### src/chu_pkg.sv
// -----------------------------------------------------------------------------
// chu_pkg
// Shared defaults and controller/datapath handshake types for the
// Catmull-Rom upsampler.
// -----------------------------------------------------------------------------
package chu_pkg;

  // default configuration
  localparam int DefaultSteps      = 20;
  localparam int DefaultSampleBits = 16;

  // fraction bits of the interpolation position t
  localparam int TFracBits = 16;

  // commands from the controller to the datapath
  typedef struct packed {
    logic shift;  // shift accepted sample into the window
    logic start;  // latch segment coefficients, restart t
    logic issue;  // launch one interpolation step
    logic last;   // the launched step ends the segment
  } chu_cmd_t;

  // status from the datapath to the controller
  typedef struct packed {
    logic adv;    // pipeline moves this cycle
    logic busy;   // steps still in flight before the output register
  } chu_sts_t;

endpackage

### src/chu_in_if.sv
// -----------------------------------------------------------------------------
// chu_in_if
// Input sample channel: valid/ready with one signed sample per transfer.
// -----------------------------------------------------------------------------
interface chu_in_if #(
  parameter int SampleBits = chu_pkg::DefaultSampleBits
);
  logic                         valid;
  logic                         ready;
  logic signed [SampleBits-1:0] sample;

  modport source (output valid, output sample, input ready);
  modport sink   (input valid, input sample, output ready);
endinterface

### src/chu_out_if.sv
// -----------------------------------------------------------------------------
// chu_out_if
// Output channel: valid/ready with an interpolated value and segment end flag.
// -----------------------------------------------------------------------------
interface chu_out_if #(
  parameter int SampleBits = chu_pkg::DefaultSampleBits
);
  logic                         valid;
  logic                         ready;
  logic signed [SampleBits-1:0] value;
  logic                         last;

  modport source (output valid, output value, output last, input ready);
  modport sink   (input valid, input value, input last, output ready);
endinterface

### src/chu_ctrl.sv
// -----------------------------------------------------------------------------
// chu_ctrl
// Controller: tracks window fill, sequences the interpolation steps of a
// segment and waits for the pipeline to drain before the next sample.
// -----------------------------------------------------------------------------
module chu_ctrl #(
  parameter int Steps = chu_pkg::DefaultSteps
) (
  input  logic              clk_i,
  input  logic              rst_ni,
  input  logic              in_valid_i,
  output logic              in_ready_o,
  output chu_pkg::chu_cmd_t cmd_o,
  input  chu_pkg::chu_sts_t sts_i
);
  import chu_pkg::*;

  localparam int CntW = $clog2(Steps);

  localparam logic [1:0] StIdle  = 2'd0;
  localparam logic [1:0] StRun   = 2'd1;
  localparam logic [1:0] StDrain = 2'd2;

  localparam logic [1:0] FillFull = 2'd3;

  logic [1:0]      state_q, state_d;
  logic [1:0]      fill_q, fill_d;
  logic [CntW-1:0] step_q, step_d;
  logic            accept;
  logic            step_last;

  assign in_ready_o = (state_q == StIdle);
  assign accept     = in_valid_i & in_ready_o;
  assign step_last  = (step_q == CntW'(Steps - 1));

  // next state and commands
  always_comb begin
    state_d     = state_q;
    fill_d      = fill_q;
    step_d      = step_q;
    cmd_o       = '0;
    cmd_o.shift = accept;
    case (state_q)
      StIdle: begin
        if (accept) begin
          if (fill_q == FillFull) begin
            cmd_o.start = 1'b1;
            step_d      = '0;
            state_d     = StRun;
          end else begin
            fill_d = fill_q + 2'd1;
          end
        end
      end
      StRun: begin
        if (sts_i.adv) begin
          cmd_o.issue = 1'b1;
          cmd_o.last  = step_last;
          step_d      = step_q + CntW'(1);
          if (step_last) begin
            state_d = StDrain;
          end
        end
      end
      StDrain: begin
        if (!sts_i.busy) begin
          state_d = StIdle;
        end
      end
      default: begin
        state_d = StIdle;
      end
    endcase
  end

  // state registers
  always_ff @(posedge clk_i or negedge rst_ni) begin
    if (!rst_ni) begin
      state_q <= StIdle;
      fill_q  <= '0;
      step_q  <= '0;
    end else begin
      state_q <= state_d;
      fill_q  <= fill_d;
      step_q  <= step_d;
    end
  end

endmodule

### src/chu_datapath.sv
// -----------------------------------------------------------------------------
// chu_datapath
// Sample window, segment coefficients, t generator and a six-stage Horner
// pipeline (three multiply/round-add pairs) ending in the output register.
// -----------------------------------------------------------------------------
module chu_datapath #(
  parameter int Steps      = chu_pkg::DefaultSteps,
  parameter int SampleBits = chu_pkg::DefaultSampleBits
) (
  input  logic                         clk_i,
  input  logic                         rst_ni,
  input  chu_pkg::chu_cmd_t            cmd_i,
  output chu_pkg::chu_sts_t            sts_o,
  input  logic signed [SampleBits-1:0] sample_i,
  output logic                         valid_o,
  input  logic                         ready_i,
  output logic signed [SampleBits-1:0] value_o,
  output logic                         last_o
);
  import chu_pkg::*;

  // coefficient, Horner accumulator, product and rounded result widths
  localparam int KW   = SampleBits + 5;
  localparam int HW   = SampleBits + 15;
  localparam int TW   = TFracBits + 1;
  localparam int PW   = HW + TW + 1;
  localparam int VW   = HW - 9;
  localparam int ExtW = HW - KW - 8;

  // t = i * 2^16 / Steps rounded half up, stepped as quotient and remainder
  localparam int TOne = 2 ** (TFracBits + 1);
  localparam int TwoS = 2 * Steps;
  localparam int QInc = TOne / TwoS;
  localparam int RInc = TOne % TwoS;
  localparam int RW   = $clog2(2 * TwoS);

  localparam logic signed [PW-1:0] RndQ = PW'(1) <<< (TFracBits - 1);
  localparam logic signed [HW-1:0] RndV = HW'(256);
  localparam logic signed [VW-1:0] VMax =
    {{(VW - SampleBits + 1){1'b0}}, {(SampleBits - 1){1'b1}}};
  localparam logic signed [VW-1:0] VMin =
    {{(VW - SampleBits + 1){1'b1}}, {(SampleBits - 1){1'b0}}};

  logic signed [SampleBits-1:0] win_q [3];
  logic signed [KW-1:0] ax, bx, cx, dx;
  logic signed [KW-1:0] k0_q, k1_q, k2_q, k3_q;

  logic [TW-1:0] t_q;
  logic [RW-1:0] r_q, r_sum;

  logic                 adv;
  logic [5:0]           v_q;
  logic [5:0]           l_q;
  logic [TW-1:0]        ts_q [4];
  logic signed [HW-1:0] h0;
  logic signed [PW-1:0] p1_q, p2_q, p3_q;
  logic signed [PW-1:0] r1, r2, r3;
  logic signed [HW-1:0] h1_q, h2_q, h3_q;
  logic signed [HW-1:0] r4;
  logic signed [VW-1:0] vr;
  logic signed [SampleBits-1:0] vsat;
  logic                 out_valid_q;
  logic                 out_last_q;
  logic signed [SampleBits-1:0] out_value_q;

  // sign-extend a coefficient into Q.8 accumulator format
  function automatic logic signed [HW-1:0] q8(input logic signed [KW-1:0] k);
    q8 = {{ExtW{k[KW-1]}}, k, 8'b0};
  endfunction

  // operands of the new segment: held window plus incoming sample
  assign ax = KW'(win_q[0]);
  assign bx = KW'(win_q[1]);
  assign cx = KW'(win_q[2]);
  assign dx = KW'(sample_i);

  // sample window
  always_ff @(posedge clk_i or negedge rst_ni) begin
    if (!rst_ni) begin
      win_q[0] <= '0;
      win_q[1] <= '0;
      win_q[2] <= '0;
    end else if (cmd_i.shift) begin
      win_q[0] <= win_q[1];
      win_q[1] <= win_q[2];
      win_q[2] <= sample_i;
    end
  end

  // doubled polynomial coefficients of the segment
  always_ff @(posedge clk_i) begin
    if (cmd_i.start) begin
      k0_q <= bx <<< 1;
      k1_q <= cx - ax;
      k2_q <= (ax <<< 1) - (bx <<< 2) - bx + (cx <<< 2) - dx;
      k3_q <= (bx <<< 1) + bx - (cx <<< 1) - cx + dx - ax;
    end
  end

  // t generator
  assign r_sum = r_q + RW'(RInc);

  always_ff @(posedge clk_i or negedge rst_ni) begin
    if (!rst_ni) begin
      t_q <= '0;
      r_q <= '0;
    end else if (cmd_i.start) begin
      t_q <= '0;
      r_q <= RW'(Steps);
    end else if (cmd_i.issue) begin
      if (r_sum >= RW'(TwoS)) begin
        r_q <= r_sum - RW'(TwoS);
        t_q <= t_q + TW'(QInc + 1);
      end else begin
        r_q <= r_sum;
        t_q <= t_q + TW'(QInc);
      end
    end
  end

  // pipeline advances unless the output register is stalled
  assign adv   = ~out_valid_q | ready_i;
  assign sts_o = '{adv: adv, busy: |v_q};

  // Horner steps: multiply by t, then round and add the next coefficient
  assign h0 = q8(k3_q);
  assign r1 = p1_q + RndQ;
  assign r2 = p2_q + RndQ;
  assign r3 = p3_q + RndQ;
  assign r4 = h3_q + RndV;
  assign vr = r4[HW-1:9];

  // saturate to the sample range
  always_comb begin
    if (vr > VMax) begin
      vsat = VMax[SampleBits-1:0];
    end else if (vr < VMin) begin
      vsat = VMin[SampleBits-1:0];
    end else begin
      vsat = vr[SampleBits-1:0];
    end
  end

  // stage valid bits and output valid
  always_ff @(posedge clk_i or negedge rst_ni) begin
    if (!rst_ni) begin
      v_q         <= '0;
      out_valid_q <= 1'b0;
    end else if (adv) begin
      v_q         <= {v_q[4:0], cmd_i.issue};
      out_valid_q <= v_q[5];
    end
  end

  // stage payload
  always_ff @(posedge clk_i) begin
    if (adv) begin
      l_q   <= {l_q[4:0], cmd_i.last};
      ts_q[0] <= t_q;
      ts_q[1] <= ts_q[0];
      ts_q[2] <= ts_q[1];
      ts_q[3] <= ts_q[2];
      p1_q  <= h0 * $signed({1'b0, t_q});
      h1_q  <= r1[HW+15:16] + q8(k2_q);
      p2_q  <= h1_q * $signed({1'b0, ts_q[1]});
      h2_q  <= r2[HW+15:16] + q8(k1_q);
      p3_q  <= h2_q * $signed({1'b0, ts_q[3]});
      h3_q  <= r3[HW+15:16] + q8(k0_q);
      out_value_q <= vsat;
      out_last_q  <= l_q[5];
    end
  end

  assign valid_o = out_valid_q;
  assign value_o = out_value_q;
  assign last_o  = out_last_q;

endmodule

### src/cubic_hermite_upsampler_top.sv
// -----------------------------------------------------------------------------
// cubic_hermite_upsampler_top
// Streaming Catmull-Rom upsampler, Steps outputs per input sample.
// -----------------------------------------------------------------------------
// The first three samples after reset only fill the window. Every later sample
// starts a segment of Steps interpolated values between the two middle
// samples of the window; last marks the final value of a segment. For each
// segment the block takes the sample and latches the coefficients, issues the
// Steps interpolation steps into the six-stage Horner pipeline and then waits
// until the controller sees the pipeline empty before the next sample is
// taken. The output register may still hold the final value of a segment
// while the next sample is accepted; stalls on the output stall the whole
// pipeline.
module cubic_hermite_upsampler_top #(
  parameter int Steps      = chu_pkg::DefaultSteps,
  parameter int SampleBits = chu_pkg::DefaultSampleBits
) (
  input logic       clk_i,
  input logic       rst_ni,
  chu_in_if.sink    in_i,
  chu_out_if.source out_o
);
  import chu_pkg::*;

  chu_cmd_t cmd;
  chu_sts_t sts;

  // controller
  chu_ctrl #(
    .Steps(Steps)
  ) u_ctrl (
    .clk_i     (clk_i),
    .rst_ni    (rst_ni),
    .in_valid_i(in_i.valid),
    .in_ready_o(in_i.ready),
    .cmd_o     (cmd),
    .sts_i     (sts)
  );

  // datapath
  chu_datapath #(
    .Steps     (Steps),
    .SampleBits(SampleBits)
  ) u_datapath (
    .clk_i   (clk_i),
    .rst_ni  (rst_ni),
    .cmd_i   (cmd),
    .sts_o   (sts),
    .sample_i(in_i.sample),
    .valid_o (out_o.valid),
    .ready_i (out_o.ready),
    .value_o (out_o.value),
    .last_o  (out_o.last)
  );

endmodule

### src/flat_wrapper.sv
// flat-port wrapper written by rule: the top's interface ports become plain ports
module cubic_hermite_upsampler_top_flat import chu_pkg::*;
#(
  parameter int Steps      = chu_pkg::DefaultSteps,
  parameter int SampleBits = chu_pkg::DefaultSampleBits
)
  (clk_i, rst_ni, in_i_valid, in_i_sample, in_i_ready, out_o_valid, out_o_value, out_o_last, out_o_ready);
  chu_in_if #(.SampleBits(SampleBits)) in_i_i ();
  chu_out_if #(.SampleBits(SampleBits)) out_o_i ();
  input logic clk_i;
  input logic rst_ni;
  input wire logic [$bits(in_i_i.valid)-1:0] in_i_valid;
  input wire logic [$bits(in_i_i.sample)-1:0] in_i_sample;
  output wire logic [$bits(in_i_i.ready)-1:0] in_i_ready;
  output wire logic [$bits(out_o_i.valid)-1:0] out_o_valid;
  output wire logic [$bits(out_o_i.value)-1:0] out_o_value;
  output wire logic [$bits(out_o_i.last)-1:0] out_o_last;
  input wire logic [$bits(out_o_i.ready)-1:0] out_o_ready;
  assign in_i_i.valid = in_i_valid;
  assign in_i_i.sample = in_i_sample;
  assign in_i_ready = in_i_i.ready;
  assign out_o_valid = out_o_i.valid;
  assign out_o_value = out_o_i.value;
  assign out_o_last = out_o_i.last;
  assign out_o_i.ready = out_o_ready;
  cubic_hermite_upsampler_top #(.Steps(Steps), .SampleBits(SampleBits)) u_core (.clk_i(clk_i), .rst_ni(rst_ni), .in_i(in_i_i), .out_o(out_o_i));
endmodule
### config.mk
export PLATFORM = sky130hd
export DESIGN_NAME = cubic_hermite_upsampler_top_flat
export DESIGN_NICKNAME = d
export VERILOG_FILES = /design/src/chu_pkg.sv /design/src/chu_in_if.sv /design/src/chu_out_if.sv /design/src/chu_ctrl.sv /design/src/chu_datapath.sv /design/src/cubic_hermite_upsampler_top.sv /design/src/flat_wrapper.sv
export SDC_FILE = /design/constraint.sdc
export NUM_CORES = 2
export LEC_CHECK = 0
export BUFFER_PORTS_ARGS = -buffer_cell sky130_fd_sc_hd__buf_2
export CAP_MARGIN = 10
export CORE_ASPECT_RATIO = 2
export CORE_MARGIN = 5
export CORE_UTILIZATION = 40
export CTS_CLUSTER_DIAMETER = 30
export DETAILED_ROUTE_END_ITERATION = 10
export RECOVER_POWER = 25
export SYNTH_ARGS = -nofsm -noshare
export SYNTH_HDL_FRONTEND = slang
export SYNTH_SLANG_ARGS = --single-unit
### constraint.sdc
create_clock -name clk_i -period 21.2 [get_ports clk_i]
set_clock_uncertainty 0.05 [all_clocks]
set_input_delay 1.06 -clock clk_i [delete_from_list [all_inputs] [get_ports clk_i]]
set_output_delay 1.06 -clock clk_i [all_outputs]
set_load 0.005 [all_outputs]
Word-level counts from Yosys, hierarchy flattened
Memory sizes are Yosys's and may differ from the RTL's. Index checks and enable logic that the tools add are counted.

Register bits after elaboration: 416. Memories: 1. Word-level logic and storage cells: 99. Input port bits: 20. RAM bits: 68.

Memory list: u_core.u_datapath.ts_q (words 4, bits a word 17, read ports 4, clocked after memory_dff 0, wr ports 4, line chu_datapath.sv:54) `logic [TW-1:0] ts_q [4];`.

Bitwise logic cells: 4. Equal/unequal tests: 9. Multipliers: 3. Reduce and logical (&&, ||, !) cells: 8. Order comparisons: 3. Mux-type cells: 24. Add/sub/neg operators: 23.

Operator list (number): adder 47 x 17 -> 47 bit, second input constant (3); multiplier 31 x 18 -> 47 bit (2); adder 31 bit (3); 2-to-1 mux 17 bit (3); subtractor 21 x 16 -> 21 bit (2); subtractor 19 x 16 -> 20 bit (2); multiplier 21 x 18 -> 39 bit (1); adder 17 x 12 -> 17 bit, second input constant (2); adder 31 x 10 -> 31 bit, second input constant (1); greater-than comparator 22 x 16 -> 1 bit, second input constant (1); < comparator 22 x 16 -> 1 bit, second input constant (1); adder 20 x 16 -> 21 bit (1); adder 20 x 18 -> 21 bit (1); 2-to-1 mux 7 bit (3); subtractor 17 x 18 -> 19 bit (1); subtractor 18 x 17 -> 19 bit (1); adder 17 x 16 -> 18 bit (1); subtractor 16 x 16 -> 17 bit (1); 2-to-1 mux 16 bit (1); 2-to-1 mux 5 bit (3); 2-to-1 mux 2 bit (7); case mux 5 bit (2 select lines) (1); adder 7 x 6 -> 7 bit, second input constant (1); >= comparator 7 x 6 -> 1 bit, second input constant (1); other kinds (20) (30).

Longest topological paths before layout
Depth after elaboration: 6. Mapped depth: 25.

Modules after synthesis
Synthesis repeated with hierarchy kept, for this count alone.

Cell total of the unflattened synthesis: 7234. Area total of the unflattened synthesis: 71619.9 µm².

Modules (own cells, without submodules): chu_datapath (instances 1, sequential area each 12346.8 µm², area an instance 71153.2 µm², cells an instance 7190); chu_ctrl (instances 1, sequential area each 225.2 µm², area an instance 466.7 µm², cells an instance 44).

Least setup slack after synthesis
Ideal clock, no wire load.

Path kind: in2reg. Start: input port out_o_ready. End: register u_core.u_datapath.t_q[14]. Library setup time: 0.246 ns. Setup slack: 10.907 ns. Cell stages on the path: 7. Arrival: 9.997 ns. Required time: 20.904 ns. Cells stage by stage: nand2b_1 -> clkbuf_1 -> nand3b_1 -> a21oi_1 -> nand3_1 -> xor2_1 -> nor2_1.

Cells in the longest elaborated chain, start to end: 4.

RTL lines: start, declared (line flat_wrapper.sv:18) `input wire logic [$bits(out_o_i.ready)-1:0] out_o_ready;`; OR 1 bit (line chu_datapath.sv:122) `assign adv = ~out_valid_q | ready_i;`; 2-to-1 mux 2 bit (line chu_ctrl.sv:56) `if (sts_i.adv) begin`; 2-to-1 mux 2 bit (line chu_ctrl.sv:43) `case (state_q)`; nonzero test 2 bit (no line); end signal, assigned (line chu_datapath.sv:113) `t_q <= t_q + TW'(QInc + 1);`; end signal, assigned (line chu_datapath.sv:116) `t_q <= t_q + TW'(QInc);`; end, declared (line chu_datapath.sv:48) `logic [TW-1:0] t_q;`.

No other way between the ends. A chain may end at the register's enable or synchronous reset.

==> flow_metrics.py <==
metrics = {
    "logic_synthesis": {
        "synth_xor_area_share_pct": 4.07,
        "yosys.area_share.simple_pct": 14.4,
        "synthTopCellsByArea": "fa_1, edfxtp_1, inv_1",
        "synth_async_sr_flop_share_pct": 19.9,
        "yosysWarningCount": 0,
        "syn_avg_cell_area_um2": 9.86,
        "yosys.area.top_type": "fa_1",
        "synth_seq_cells": 433,
        "synth_edf_count": 347,
        "synth-adder-area-share_pct": 48.5,
        "synth_ff_type": "edfxtp_1",
        "post_synth_num_cell_types": 85,
        "yosysTopAreaCellShare_pct": 40.7,
        "syn-cell-area_um2": 71700,
        "synth_top_family_by_area": "adder cells",
        "mappedNetlistNets": 9193,
        "synth_compound_area_share_pct": 4.37,
        "muxShareOfSynthArea_pct": 0.517,
        "seq_area_frac_synth_pct": 17.5,
        "synth_cells": 7269,
    },
    "critical_path": {
        "max_stage_delay_ns": 1.90,
        "crit_top_cell": "fa_1",
        "slowest_stage": "clkbuf_1",
        "r2r_start": "u_core.u_datapath.ts_q[1][9]",
        "worst_setup_path_start_kind": "flop",
        "r2r_end": "u_core.u_datapath.p2_q[45]",
        "crit_path_end_kind": "flop",
        "rr_worst_depth": 22,
        "cp_max_fo": 32,
        "critPathKind": "reg -> reg",
        "r2r_setup_slack_ns": 12.50,
        "cp.required_ns": 21.62,
        "critical_path_arrival_ns": 9.12,
        "worstPathCellList": "clkbuf_1, nand2_1, fa_1, inv_1, fa_1, fa_1, fa_1, fa_1, inv_1, fa_1, inv_1, ha_1, o21a_1, o21ai_1, nor3_1, a221o_1, a22o_2, o31ai_4, a21oi_2, o221a_4, or4_1, o311ai_1",
    },
    "grt": {
        "grt_pass1_wl_mm": 308,
        "track_usage_pct": 21.2,
        "gr-total-overflow": 0,
        "antenna_found_initial": 15,
        "first_global_vias": 56822,
        "grt_max_degree": 149,
    },
    "min_path": {
        "hold_path_end": "u_core.u_datapath.ts_q[3][15]",
        "hp-class": "reg -> reg",
        "whs_path_depth": 0,
        "worstHoldStart": "u_core.u_datapath.ts_q[2][15]",
    },
    "floorplanning": {
        "core-area_um2": 178000,
        "ios": 39,
        "initial_core_util_pct": 40.3,
        "num_rows": 219,
        "dieHeight_um": 609,
        "die_w_um": 309,
        "dieArea_um2": 188000,
    },
    "sta": {
        "finalMaxSlewViolations": 582,
        "setup_viol": 0,
        "min_period_ns": 8.70,
        "fmaxAchievable_mhz": 115,
        "fin_crit_sh_pct": 41.1,
        "hold_viol": 0,
        "fin_setup_tns_ns": 0,
        "worstMarginPinSlew_ns": 2.69,
        "rsz0062_at_grt": "false",
        "relSlewSlack_pct": -79.4,
    },
    "detailed_routing": {
        "drt-total-wl_mm": 194,
        "num_vias": 49115,
        "avgViaCountPerCell": 5.11,
        "wire_per_inst_um": 20.2,
        "drt_iter0_drc": 2018,
        "first_pass_iters": 6,
        "ant_nets": 0,
        "drc": 0,
    },
    "layout": {
        "synthToLayoutAreaGrowth_pct": 7.79,
        "layout.area.seq_um2": 12600,
        "nNetsFinal": 9141,
        "multi_input_area_um2": 51500,
        "drive_above_1_share_pct": 4.09,
        "stdcell_area_um2": 77300,
        "fillCellCount": 17108,
    },
    "clocking": {
        "cts_resized": 0,
        "clkSinkCount": 433,
        "clk_path_buf_depth": 3,
        "cts_root_buf": "clkbuf_16",
        "cts_hold_buf": 0,
        "cts_setup_buffers": 0,
        "cts_tree": "yes",
        "clk_latency_ns": 0.67,
        "cts_buffers": 81,
        "cts.clk_slew.worst_paths_ns": 0.06,
        "h-tree-depth": 3,
    },
    "status": {
        "violations": "capacitance limit, slew limit",
        "status": "complete, but fails checks",
    },
    "placed_design": {
        "port_buffers": 38,
        "gp_congestion": 0.907,
        "dp_hpwl_mm": 156,
        "placed_area_um2": 74400,
    },
    "run": {
        "maxCapViolations": 18,
    },
}
## layout by cell type (no fill, tap or decap), types with 86 or more instances in the layout
cell	instances
nand2_1	788
o21ai_0	116
dfrtp_1	86
ha_1	446
xor2_1	101
nor2_1	181
xnor2_1	232
inv_1	1789
edfxtp_1	347
and2_1	762
nand3_1	87
a21oi_1	143
fa_1	1458
clkbuf_16	86
## registers in the layout (all words and copies together), names as in the netlist, 6 cells and up
signal,count
u_core.u_datapath.ax,16
u_core.u_datapath.bx,16
u_core.u_datapath.cx,16
u_core.u_datapath.h1_q,31
u_core.u_datapath.h2_q,31
u_core.u_datapath.h3_q,23
u_core.u_datapath.k0_q,16
u_core.u_datapath.k1_q,17
u_core.u_datapath.k2_q,21
u_core.u_datapath.k3_q,21
u_core.u_datapath.l_q,6
u_core.u_datapath.p1_q,32
u_core.u_datapath.p2_q,32
u_core.u_datapath.p3_q,32
u_core.u_datapath.t_q,17
u_core.u_datapath.ts_q,68
u_core.u_datapath.v_q,6
u_core.u_datapath.value_o,16
## logic make-up after synthesis
kind of cell	count (synthesis)
buf+inv	2033
compound gates	486
simple gates	2047
flops	433
fa+ha+maj	1904
mux	33
xor+xnor	333
## Yosys cell counts (11+ instances only)
cell type,n
nand2_1,788
ha_1,446
a31oi_1,15
nand3_1,87
o21a_1,29
xnor2_1,232
and4_1,11
a21oi_1,143
and2_1,763
mux2_2,32
dfrtp_1,86
or3_1,15
edfxtp_1,347
fa_1,1458
xor2_1,101
clkbuf_1,243
o21ai_0,116
and3_1,35
a211o_1,12
a21o_1,52
inv_1,1790
nor2_1,181
o21bai_1,12
nor3_1,49
nand2b_1,27
nand4_1,29
nor2b_1,22
a211oi_1,14
## per-layer routing
metal / global-route usage [%] / up-vias / share of wire, %
met5: 0 / - / 0.038
met4: 14.1 / 10 / 8.1
met3: 2.56 / 724 / 3.8
met2: 42.7 / 1211 / 58
met1: 19.3 / 25552 / 30
li1: - / 21618 / -
## worst max path at each step
stage / endpoint / from
final: u_core.u_datapath.p2_q[45] / u_core.u_datapath.ts_q[1][9]
after global routing: u_core.u_datapath.p2_q[45] / u_core.u_datapath.ts_q[1][9]
after CTS: u_core.u_datapath.p3_q[46] / u_core.u_datapath.h2_q[21]
after detailed placement: u_core.u_datapath.p3_q[46] / u_core.u_datapath.h2_q[21]
after global placement: u_core.u_datapath.p3_q[46] / u_core.u_datapath.h2_q[21]
after floorplan: u_core.u_datapath.t_q[14] / out_o_ready
## critical path: cells and delay by family (launching register included)
| kind | cells | cell delay [ns] |
|---|---|---|
| AND/OR/NAND/NOR | 3 | 0.80 |
| adder cells (fa/ha/maj) | 7 | 3.48 |
| flip-flops | 1 | 0.32 |
| AO/OA/AOI/OAI | 8 | 1.81 |
| buffers and inverters | 4 | 2.06 |
## metrics by stage
step	setup WS, ns	hold WS, ns	utilization [%]	instances
after floorplan	10.91	0.350	-	7269
after global placement	13.66	0.351	41.8	9454
after detailed placement	13.53	0.355	41.8	9454
after CTS	13.56	0.318	43.4	9605
after global routing	12.20	0.367	43.4	9608
final	12.50	0.363	43.4	9613
## cell type report
| cell class | count | share of cell area (%) |
|---|---|---|
| repair buffers | 108 | 0.839 |
| multi-input cells | 4803 | 66.6 |
| well taps | 2320 | 3.76 |
| inverters | 1790 | 8.70 |
| flip-flops and latches | 433 | 16.3 |
| clock inverters | 55 | 0.921 |
| clock buffers | 96 | 2.86 |
| diodes | 8 | 0.0259 |
Power is not shown: default switching activity piles up to over one toggle a cycle in this logic, so the estimate is an artifact.
